### config.mk
export PLATFORM = sky130hd
export DESIGN_NAME = pbsv_div
export DESIGN_NICKNAME = d
export VERILOG_FILES = /design/src/hw/rtl/pbsv_pkg.sv /design/src/hw/rtl/pbsv_div.sv
export SDC_FILE = /design/constraint.sdc
export NUM_CORES = 1
export LEC_CHECK = 0
export BUFFER_PORTS_ARGS = -buffer_cell sky130_fd_sc_hd__buf_2
export CAP_MARGIN = 15
export CORE_UTILIZATION = 44
export CTS_CLUSTER_SIZE = 30
export DETAILED_ROUTE_END_ITERATION = 8
export PLACE_DENSITY = 0.74
export SLEW_MARGIN = 40
export SYNTH_ARGS = -nofsm -noshare
export SYNTH_HDL_FRONTEND = slang
export SYNTH_SLANG_ARGS = --single-unit
### constraint.sdc
create_clock -name clk -period 8.45 [get_ports clk]
set_input_delay 0.4225 -clock clk [delete_from_list [all_inputs] [get_ports clk]]
set_output_delay 0.4225 -clock clk [all_outputs]
set_load 0.03 [all_outputs]
### src/hw/rtl/pbsv_pkg.sv
// Shared constants and types of the polyline Biot-Savart velocity block.
package pbsv_pkg;

	localparam int MAX_POINTS = 1024;
	localparam int FRAC_BITS  = 16;
	localparam int AW         = $clog2(MAX_POINTS);
	localparam int CW         = $clog2(MAX_POINTS + 1);
	localparam int COORD_W    = 32;
	localparam int PT_W       = 3 * COORD_W;
	localparam int SUM_W      = AW + 37;

	localparam logic signed [31:0] INV_4PI_Q30 = 32'sd85445659;
	localparam logic [63:0] TERM_CAP = 64'd1 << 35;
	localparam logic [63:0] M_LIM    = 64'hFFFF_FFFF_FFFF_FFFF >> FRAC_BITS;
	localparam logic signed [68:0] LIM31 = 69'sd2147483647;

	localparam logic [1:0] CMD_CLEAR = 2'd0;
	localparam logic [1:0] CMD_LOAD  = 2'd1;
	localparam logic [1:0] CMD_QUERY = 2'd2;
	localparam logic [1:0] CMD_RSVD  = 2'd3;

	typedef logic [2:0][COORD_W-1:0] point_t;

endpackage

### src/hw/rtl/pbsv_div.sv
// Restoring divider, 64-bit dividend by 32-bit divisor, one quotient bit per cycle.
module pbsv_div import pbsv_pkg::*; (
	input  logic        clk,
	input  logic        arst_n,
	input  logic        start,
	input  logic [63:0] dividend,
	input  logic [31:0] divisor,
	output logic        done,
	output logic [63:0] quotient
);

	logic        busy_q;
	logic        done_q;
	logic [5:0]  cnt_q;
	logic [63:0] dvd_q;
	logic [31:0] rem_q;
	logic [31:0] dsr_q;
	logic [32:0] shifted;
	logic [32:0] diff;
	logic        ge;

	assign shifted = {rem_q, dvd_q[63]};
	assign ge      = shifted >= {1'b0, dsr_q};
	assign diff    = shifted - {1'b0, dsr_q};

	always_ff @(posedge clk or negedge arst_n) begin
		if (!arst_n) begin
			busy_q <= 1'b0;
			done_q <= 1'b0;
			cnt_q  <= '0;
		end else begin
			done_q <= 1'b0;
			if (start) begin
				busy_q <= 1'b1;
				cnt_q  <= '0;
			end else if (busy_q) begin
				cnt_q <= cnt_q + 6'd1;
				if (cnt_q == 6'd63) begin
					busy_q <= 1'b0;
					done_q <= 1'b1;
				end
			end
		end
	end

	always_ff @(posedge clk) begin
		if (start) begin
			dvd_q <= dividend;
			rem_q <= '0;
			dsr_q <= divisor;
		end else if (busy_q) begin
			rem_q <= ge ? diff[31:0] : shifted[31:0];
			dvd_q <= {dvd_q[62:0], ge};
		end
	end

	assign done     = done_q;
	assign quotient = dvd_q;

endmodule

==> impl_metrics.py, run 1 <==
metrics = {
    "run_status": {
        "status": "finished clean",
    },
    "synthesis": {
        "synthCells": 629,
        "synth-async-reset-ratio_pct": 5.88,
        "synth_area_leaders": "edfxtp_1 39%, mux2_2 10%, dfxtp_1 8.7%, ha_1 5.6%, mux2i_1 3.4%",
        "syn_nets": 762,
        "ys_ff_latch": 136,
        "synth.distinct_cells": 72,
        "synth-edff-count": 96,
        "synth.top_cell.area_share_pct": 39.3,
        "yosys_most_used_dff": "edfxtp_1",
        "ys_seq_area_share_pct": 50.8,
        "synth.avg_cell_area_um2": 11.7,
        "synth_top_area_cell": "edfxtp_1",
        "syn-cell-area_mm2": 0.00733,
        "yosys_warnings": 0,
    },
    "worst_setup_path": {
        "cp-startpoint": "dsr_q[1]$_DFFE_PP_",
        "timing.rr.end": "rem_q[28]$_SDFFE_PP0P_",
        "path_max_fanout": 25,
        "cp.required_ps": 8730,
        "worst_ep_arrival_time_ps": 3590,
        "startpoint_type": "register",
        "critPathKind": "register to register",
        "reg2reg_from": "dsr_q[1]$_DFFE_PP_",
        "crit_path_end_kind": "register",
        "r2r_setup_slack_ps": 5140,
        "reg2regPathDepth": 12,
    },
    "worst_hold_path": {
        "worst_hold_path.endpoint": "dsr_q[24]$_DFFE_PP_",
        "hold_class": "input port to register",
        "min_path_cells": 1,
        "worstHoldStart": "divisor[24]",
    },
    "power_and_ir_drop": {
        "intPower_mw": 1.72,
        "p_seq_share_pct": 34.3,
        "swShare_pct": 34.8,
        "ir_drop_mv": 0.180,
        "power.total_mw": 2.64,
        "p_leak_nw": 3.82,
        "combPwrFrac_pct": 36.9,
        "p_clk_share_pct": 28.8,
        "p_per_area_mw_per_mm2": 296,
        "switchingPower_mw": 0.920,
    },
    "floorplanning": {
        "coreArea_mm2": 0.0161,
        "die_h_um": 131,
        "num_rows": 46,
        "initial_core_util_pct": 45.6,
        "die_w_um": 131,
        "pin_count": 164,
        "die_area_mm2": 0.0172,
    },
    "clock_tree": {
        "clock_path_buffers": 2,
        "cts_tree": "built",
        "clk_pin_slew_ps": 60,
        "cts_sinks": 136,
        "cts_htree_levels": 4,
        "cts_setup_buffers": 0,
        "numCtsBuffers": 17,
        "insertion_delay_ps": 430,
        "clock-root-buffer": "clkbuf_16",
    },
    "finish": {
        "fill_cells": 1406,
        "synthToLayoutAreaGrowth_pct": 21.8,
        "n_antenna_cell": 0,
        "drive_gt1_share_pct": 36.0,
        "nNetsFinal": 924,
    },
    "global_routing": {
        "antenna_found_initial": 0,
        "grt-ovfl-total": 0,
        "grt_max_degree": 66,
        "grt_pass1_wl_um": 25500,
        "grt_pass1_vias": 5196,
        "grt.total_usage_pct": 19.9,
    },
    "sta": {
        "relSlewSlack_pct": 47.8,
        "timing.final.crit_share_pct": 39.2,
        "final_hold_viol_count": 0,
        "worst_pin_slew_ps": 783,
        "rsz0062_at_grt": "no",
        "fin_skew_ps": 11.9,
        "timing.fmax_mhz": 302,
        "maxSlewViolCount": 0,
        "fin_crit_ps": 3310,
        "fin_tns_setup_ps": 0,
        "setup_viol": 0,
    },
    "placement": {
        "gp_congestion": 0.839,
        "post-dp-hpwl_um": 11500,
        "port_buffers": 163,
    },
    "drt": {
        "viasPerCell": 5.18,
        "wl_um": 16100,
        "first_pass_iters": 4,
        "drc": 0,
        "drt_iter0_drc": 286,
        "wl_per_cell_um": 15.8,
        "vias": 5281,
        "final_antenna_net_count": 0,
    },
    "run": {
        "drv_cap": 0,
    },
}
## per-stage QoR
step | util, % | hold WS (ps) | area (µm²) | setup slack, ps | instances
final | 55.6 | 162 | 8930 | 5140 | 1019
after global routing | 55.6 | 149 | 8930 | 4940 | 1019
after CTS | 55.5 | 154 | 8910 | 5120 | 1018
after detailed placement | 51.7 | 275 | 8300 | 5130 | 986
after global placement | 51.6 | 275 | 8290 | 4840 | 985
after floorplan | - | 127 | 7330 | 5460 | 629
## what timing repair did
item / CTS / global route
resized for setup: 0 / 0
hold endpoints to repair: 8 / 0
hold buffers: 1 / 0
## routing by layer
metal  track usage (%)  routed length (µm)  part of all wire [%]
met1              23.6                7010                    43
met2              33.8                7930                    49
met3              7.31                1010                   6.2
met4              5.34                 183                   1.1
met5                 0                   0                     0
## synthesized netlist by cell type, types with 3 or more instances
| master | n |
|---|---|
| a211oi_1 | 19 |
| a21o_1 | 13 |
| a21oi_1 | 35 |
| a31oi_1 | 3 |
| buf_1 | 4 |
| buf_2 | 4 |
| buf_6 | 3 |
| clkbuf_1 | 12 |
| dfrtp_1 | 8 |
| dfxtp_1 | 32 |
| edfxtp_1 | 96 |
| ha_1 | 33 |
| inv_1 | 38 |
| mux2_2 | 65 |
| mux2i_1 | 25 |
| nand2_1 | 46 |
| nand2b_1 | 3 |
| nand3_1 | 4 |
| nand4_1 | 8 |
| nor2_1 | 47 |
| nor3_1 | 9 |
| o211ai_1 | 3 |
| o21a_1 | 6 |
| o21ai_0 | 9 |
| o21ai_1 | 15 |
| o21ai_2 | 3 |
| o21bai_1 | 3 |
| or3_1 | 3 |
| xnor2_1 | 16 |
| xor2_1 | 15 |
## area by class of cell
type / instances / area [µm²] / area share [%]
Clock buffer: 18 / 429 / 4.81
Clock inverter: 13 / 169 / 1.89
Inverter: 38 / 143 / 1.60
Multi-Input combinational cell: 427 / 3300 / 37.0
Sequential cell: 136 / 3720 / 41.7
Tap cell: 216 / 270 / 3.03
Timing Repair Buffer: 171 / 893 / 10.0
## cell families (layout without fill, tap and decap cells)
logic type      Yosys count  after routing  synth area share, %
simple gates            140            140                 8.89
compound gates          130            130                 12.8
fa+ha+maj                34             34                 5.91
flops                   136            136                 50.8
buf+inv                  66            240                 4.18
mux                      92             92                 13.8
xor+xnor                 31             31                 3.70
## worst max path at each step
| stage | endpoint | slack, ps |
|---|---|---|
| finish | rem_q[28]$_SDFFE_PP0P_ | 5140 |
| global route | rem_q[28]$_SDFFE_PP0P_ | 4940 |
| CTS | rem_q[28]$_SDFFE_PP0P_ | 5120 |
| detailed placement | rem_q[28]$_SDFFE_PP0P_ | 5130 |
| global placement | rem_q[28]$_SDFFE_PP0P_ | 4840 |
| floorplan | rem_q[30]$_SDFFE_PP0P_ | 5460 |
## registers in the layout, indices dropped and copies added (netlist names)
signal,flops
busy_q,1
cnt_q,6
done,1
dsr_q,32
quotient,64
rem_q,32
## power groups by stage
| stage | Clock (mW) | Sequential, mW | Combinational, mW |
|---|---|---|---|
| 6_report | 0.760 | 0.905 | 0.974 |
| 5_1_grt | 0.803 | 0.919 | 1.07 |
| 4_1_cts | 0.773 | 0.906 | 0.977 |
| 3_5_place_dp | 0 | 0.916 | 0.972 |
| 3_3_place_gp | 0 | 0.913 | 0.955 |
| 2_1_floorplan | 0 | 0.975 | 0.725 |
## critical path, stage by stage (launching register included)
cell       delay (ps)
edfxtp_1          370
inv_1              60
ha_1              290
nor2b_1           190
o2111ai_1         170
a21o_1            220
o211ai_2          210
a31oi_4           160
o31ai_4           520
buf_4             430
mux2_4            330
mux2i_1           130
a311oi_1           60
## cell usage in the layout, fill, tap and decap left out, types with 6 or more instances in the layout
cell       count
mux2i_1       25
o21ai_1       15
nor2_1        46
buf_4          7
a21oi_1       35
dfrtp_1        8
edfxtp_1      96
o21ai_0        9
a21o_1        13
inv_1         37
o21a_1         6
nand4_1        8
xnor2_1       16
nand2_1       46
clkbuf_16     17
xor2_1        15
dfxtp_1       32
nor3_1         9
a211oi_1      19
buf_2        162
mux2_2        65
ha_1          33
Power figures use the tool's default switching activity.
==> inputs of run 2 (changes only) <==
- ABC_AREA: not set -> 1
- PLACE_DENSITY: 0.74 -> 0.73
- clock period: 8.45 -> 3.2 ns (I/O delays scaled with it)
==> impl_metrics.py, run 2 <==
metrics = {
    "sta": {
        "fin_tns_setup_ps": 0,
        "fin_crit_ps": 2510,
        "maxSlewViolCount": 0,
        "rsz0062_at_grt": "no",
        "worst_pin_slew_ps": 780,
        "fin_skew_ps": 10.4,
        "fin_ws_ps": 686,
        "timing.fmax_mhz": 398,
        "final_hold_viol_count": 0,
        "timing.final.crit_share_pct": 78.6,
        "relSlewSlack_pct": 47.9,
        "setup_viol": 0,
    },
    "worst_setup_path": {
        "cpMostUsedCell": "nand2_1",
        "critPathKind": "register to register",
        "worst_ep_arrival_time_ps": 2840,
        "path_max_fanout": 32,
        "cp.required_ps": 3520,
        "crit_path_end_kind": "register",
        "path_buf_inv": 1,
        "startpoint_type": "register",
        "max_stage_delay_ps": 420,
        "crit_family": "simple AND/OR/NAND/NOR gates",
        "slowest_stage": "nand2_4",
        "crit_chain": "inv_1, ha_1, nand2_1, nor2_2, nand2_1, nor3_1, nand2_2, nand2_4, nand3_1, nand2_1, nand2_1",
    },
    "synthesis": {
        "yosysMostFrequentCell": "nand2_1",
        "synth.top_cell.area_share_pct": 35.0,
        "synth_area_leaders": "edfxtp_1 35%, nand2_1 23%, inv_1 8.1%, dfxtp_1 7.8%, ha_1 5.0%",
        "synthCells": 1124,
        "syn_nets": 1257,
        "synth-async-reset-ratio_pct": 5.88,
        "syn-cell-area_mm2": 0.00825,
        "ys_ff_latch": 136,
        "synth.avg_cell_area_um2": 7.34,
        "synth.distinct_cells": 37,
        "yosys_most_used_dff": "edfxtp_1",
        "synth_top_area_cell": "edfxtp_1",
        "synth_common_cells": "503 x nand2_1, 178 x inv_1, 96 x edfxtp_1, 77 x nand3_1, 45 x nor2_1",
        "yosys_warnings": 0,
        "synth-edff-count": 96,
        "ys_seq_area_share_pct": 45.1,
    },
    "drt": {
        "wl_per_cell_um": 14.0,
        "drt_iter0_drc": 464,
        "drc": 0,
        "final_antenna_net_count": 0,
        "viasPerCell": 4.89,
        "vias": 7840,
        "wl_um": 22400,
        "first_pass_iters": 8,
    },
    "finish": {
        "nNetsFinal": 1494,
        "layout_commonest_cell": "nand2_1",
        "drive_gt1_share_pct": 17.1,
        "seqCellArea_mm2": 0.00372,
        "multi_input_area_mm2": 0.00368,
        "fill_cells": 1642,
        "largest_register_ffs": 64,
        "mostFrequentLayoutCells": "503 x nand2_1, 177 x inv_1, 162 x buf_2",
        "synthToLayoutAreaGrowth_pct": 28.7,
        "stdcell_area_mm2": 0.0106,
    },
    "clock_tree": {
        "cts_sinks": 136,
        "clk_pin_slew_ps": 70,
        "cts_tree": "built",
        "cts_htree_levels": 4,
        "numCtsBuffers": 17,
        "clock-root-buffer": "clkbuf_16",
        "insertion_delay_ps": 430,
        "cts_setup_buffers": 0,
        "clock_path_buffers": 2,
    },
    "global_routing": {
        "antenna_found_initial": 0,
        "grt.total_usage_pct": 24.1,
        "grt_max_degree": 69,
        "grt_pass1_vias": 7593,
        "grt_pass1_wl_um": 37000,
        "grt-ovfl-total": 0,
    },
    "floorplanning": {
        "die_w_um": 139,
        "pin_count": 164,
        "die_h_um": 139,
        "coreArea_mm2": 0.0181,
        "num_rows": 49,
        "initial_core_util_pct": 45.4,
        "die_area_mm2": 0.0193,
    },
    "power_and_ir_drop": {
        "p_leak_nw": 5.68,
        "ir_drop_mv": 0.536,
        "p_per_area_mw_per_mm2": 673,
    },
    "run": {
        "drv_cap": 0,
    },
    "placement": {
        "post-dp-hpwl_um": 15500,
        "placed_area_mm2": 0.00927,
        "dp_slack_ps": 713,
        "port_buffers": 163,
        "gp_congestion": 0.940,
    },
    "run_status": {
        "status": "finished clean",
    },
    "worst_hold_path": {
        "hold_class": "input port to register",
    },
}
run 2: changes by cell type after synthesis, sizes merged, moves of 15 or more:
cell	before	now
nand2	47	510
inv	38	183
nand3	5	85
mux2	67	0
mux2i	25	0
a211oi	20	0
a21o	15	0
a21oi	37	22
run 2: timing repair:
action,CTS,global route
gates resized for setup,0,0
hold buffers,76,0
endpoints found under the hold margin,83,0
run 2: tightest hold or removal path, delay by kind of cell:
kind / cells / cell delay, ps
buf+inv: 1 / 80
simple gates: 2 / 90
run 2: area by class of cell:
| type | count | area share [%] |
|---|---|---|
| Antenna cell | 1 | 0.0236 |
| Clock buffer | 17 | 4.01 |
| Clock inverter | 15 | 1.46 |
| Inverter | 183 | 6.47 |
| Multi-Input combinational cell | 776 | 34.7 |
| Sequential cell | 136 | 35.1 |
| Tap cell | 229 | 2.70 |
| Timing Repair Buffer | 247 | 15.6 |
run 2: routing by layer:
layer	wire, µm	vias to the layer above	GRT usage, %
met1	9770	3565	30.1
met5	0	-	0
li1	-	3964	-
met2	10700	274	41.3
met4	447	0	6.84
met3	1500	37	6.11
run 2: power by group:
part	total, mW	switching, mW	internal (mW)
sequential	2.31	0.156	2.16
clock	1.98	0.878	1.10
combinational	2.85	1.82	1.04
run 2: metrics by stage:
step	power (mW)	std cells	util, %	hold WS [ps]
final	7.15	1604	58.5	9.89
after global routing	7.63	1603	58.5	7.65
after CTS	7.16	1603	58.5	0.711
after detailed placement	5.09	1495	51.1	12.3
after global placement	5.05	1495	51.1	11.5
after floorplan	4.47	1124	-	-136
run 2: worst paths after layout:
check	cells past startpoint	start	slack, ps	end
min	3	dividend[8]	10	quotient[8]$_DFFE_PP_
min in group asynchronous	2	arst_n	110	done$_DFF_PN0_
max	11	dsr_q[19]$_DFFE_PP_	690	rem_q[25]$_SDFFE_PP0P_
max in group asynchronous	2	arst_n	2920	cnt_q[0]$_DFFE_PN0P_
min reg2reg	2	rem_q[30]$_SDFFE_PP0P_	470	rem_q[30]$_SDFFE_PP0P_
max reg2reg	11	dsr_q[19]$_DFFE_PP_	690	rem_q[25]$_SDFFE_PP0P_
run 2: kinds of logic after synthesis:
family                     count (synthesis)  synth area share [%]
and+or+nand+nor                          681                  34.7
AOI/OAI and AO/OA                         47                  3.19
xor gates and xnor gates                  14                  1.49
buffers and inverters                    212                  10.2
adders and majority gates                 34                  5.25
DFF                                      136                  45.1
==> inputs of run 3 (changes only) <==
- PLACE_DENSITY: 0.73 -> 0.76
- clock period: 3.2 -> 2.3 ns (I/O delays scaled with it)
==> impl_metrics.py, run 3 (synthesized netlist as in run 2, its figures left out) <==
metrics = {
    "placement": {
        "post-dp-hpwl_um": 16100,
        "gp_congestion": 0.929,
        "port_buffers": 163,
    },
    "finish": {
        "layout_commonest_cell": "nand2_1",
        "mostFrequentLayoutCells": "496 x nand2_1, 176 x inv_1, 162 x buf_2",
        "n_antenna_cell": 0,
        "largest_register_ffs": 64,
        "seqCellArea_mm2": 0.00372,
        "nNetsFinal": 1542,
        "multi_input_area_mm2": 0.00383,
        "fill_cells": 1539,
        "drive_gt1_share_pct": 20.4,
        "synthToLayoutAreaGrowth_pct": 36.2,
    },
    "global_routing": {
        "antenna_found_initial": 1,
        "grt-ovfl-total": 0,
        "grt_pass1_vias": 8233,
        "grt_pass1_wl_um": 39500,
        "grt.total_usage_pct": 25.8,
        "grt_max_degree": 74,
    },
    "sta": {
        "final_hold_viol_count": 0,
        "fin_tns_setup_ps": 0,
        "timing.final.crit_share_pct": 94.0,
        "timing.fmax_mhz": 463,
        "fin_skew_ps": 16.8,
        "relSlewSlack_pct": 47.4,
        "worst_pin_slew_ps": 789,
        "fin_crit_ps": 2160,
        "setup_viol": 0,
        "maxSlewViolCount": 0,
        "timing.hold.ws_ps": 53.8,
    },
    "worst_setup_path": {
        "worst_ep_arrival_time_ps": 2480,
        "cp.required_ps": 2620,
        "path_max_fanout": 4,
        "crit_path_end_kind": "register",
        "critPathKind": "register to register",
        "startpoint_type": "register",
    },
    "drt": {
        "drc": 0,
        "wl_per_cell_um": 15.0,
        "drt_iter0_drc": 520,
        "vias": 8212,
        "wl_um": 24700,
        "viasPerCell": 4.97,
        "final_antenna_net_count": 0,
        "first_pass_iters": 6,
    },
    "worst_hold_path": {
        "hold_class": "input port to register",
    },
    "power_and_ir_drop": {
        "swShare_pct": 39.5,
        "p_leak_nw": 5.96,
        "ir_drop_mv": 0.543,
        "intPower_mw": 6.35,
        "combPwrFrac_pct": 43.2,
        "p_per_area_mw_per_mm2": 933,
        "p_clk_share_pct": 25.9,
        "switchingPower_mw": 4.14,
        "p_seq_share_pct": 30.9,
    },
    "floorplanning": {
        "die_h_um": 139,
        "coreArea_mm2": 0.0181,
        "die_w_um": 139,
        "num_rows": 49,
        "initial_core_util_pct": 45.4,
        "pin_count": 164,
        "die_area_mm2": 0.0193,
    },
    "clock_tree": {
        "cts_sinks": 136,
        "clk_pin_slew_ps": 70,
        "cts_tree": "built",
        "clock_path_buffers": 2,
        "insertion_delay_ps": 430,
        "numCtsBuffers": 17,
        "cts_htree_levels": 4,
        "clock-root-buffer": "clkbuf_16",
    },
    "run_status": {
        "status": "finished clean",
    },
    "run": {
        "drv_cap": 0,
    },
}
==> run 3: area by class of cell <==
class | instances | area share (%)
Multi-Input combinational cell | 776 | 34.1
Sequential cell | 136 | 33.1
Timing Repair Buffer | 295 | 19.0
Inverter | 183 | 6.11
Clock buffer | 18 | 3.82
Tap cell | 229 | 2.55
Clock inverter | 14 | 1.24
==> run 3: power by group through the flow <==
stage          clock network (mW)  registers, mW  logic (mW)
2_1_floorplan                   0           3.44        2.78
3_3_place_gp                    0           3.25        4.01
3_5_place_dp                    0           3.25        4.07
4_1_cts                      2.75           3.21        4.25
5_1_grt                      2.83           3.28        5.06
6_report                     2.71           3.24        4.53
==> run 3: worst paths after layout <==
| kind | from | endpoint | slack [ps] | depth (start not counted) |
|---|---|---|---|---|
| min in group asynchronous | arst_n | cnt_q[4]$_DFFE_PN0P_ | 70 | 2 |
| max in group asynchronous | arst_n | cnt_q[1]$_DFFE_PN0P_ | 2050 | 2 |
| min reg2reg | rem_q[14]$_SDFFE_PP0P_ | rem_q[14]$_SDFFE_PP0P_ | 470 | 2 |
| max reg2reg | dsr_q[21]$_DFFE_PP_ | rem_q[23]$_SDFFE_PP0P_ | 140 | 14 |
| min | dividend[0] | quotient[0]$_DFFE_PP_ | 50 | 3 |
| max | dsr_q[21]$_DFFE_PP_ | rem_q[23]$_SDFFE_PP0P_ | 140 | 14 |
==> run 3: critical path, stage by stage (launching register included) <==
cell,delay [ps]
edfxtp_1,330
inv_1,40
ha_1,310
nand2_1,80
buf_4,150
nor2_1,320
nand2_1,180
nor2_1,130
nand2_1,100
nand3_1,100
nand2_1,50
nand2_1,60
nand2_1,50
nand3_1,70
nand2_1,70
==> run 3: routing by layer <==
layer | up-vias | part of all wire, % | track usage [%]
met5 | - | 0.041 | 0
met4 | 2 | 2.9 | 10.5
met3 | 65 | 7.1 | 5.32
met2 | 362 | 49 | 44.8
met1 | 3722 | 41 | 31.3
li1 | 4061 | - | -
==> run 3: timing repair <==
item / 4_1_cts / 5_1_grt
hold buffers: 96 / 0
gates cloned: 0 / 2
setup buffers: 1 / 2
endpoints found under the setup margin: 25 / 33
pin swaps: 1 / 4
resized for setup: 2 / 37
hold endpoints to repair: 103 / 0
==> run 3: through the flow <==
step | power, mW | util [%] | cells | setup WS, ps | area (µm²)
3_5_place_dp | 7.32 | 52.1 | 1518 | -91.1 | 9460
2_1_floorplan | 6.22 | - | 1124 | 178 | 8250
5_1_grt | 11.2 | 61.9 | 1651 | -10.7 | 11200
4_1_cts | 10.2 | 60.6 | 1647 | 13.5 | 11000
3_3_place_gp | 7.26 | 52.1 | 1518 | -57.4 | 9460
6_report | 10.5 | 61.9 | 1651 | 138 | 11200
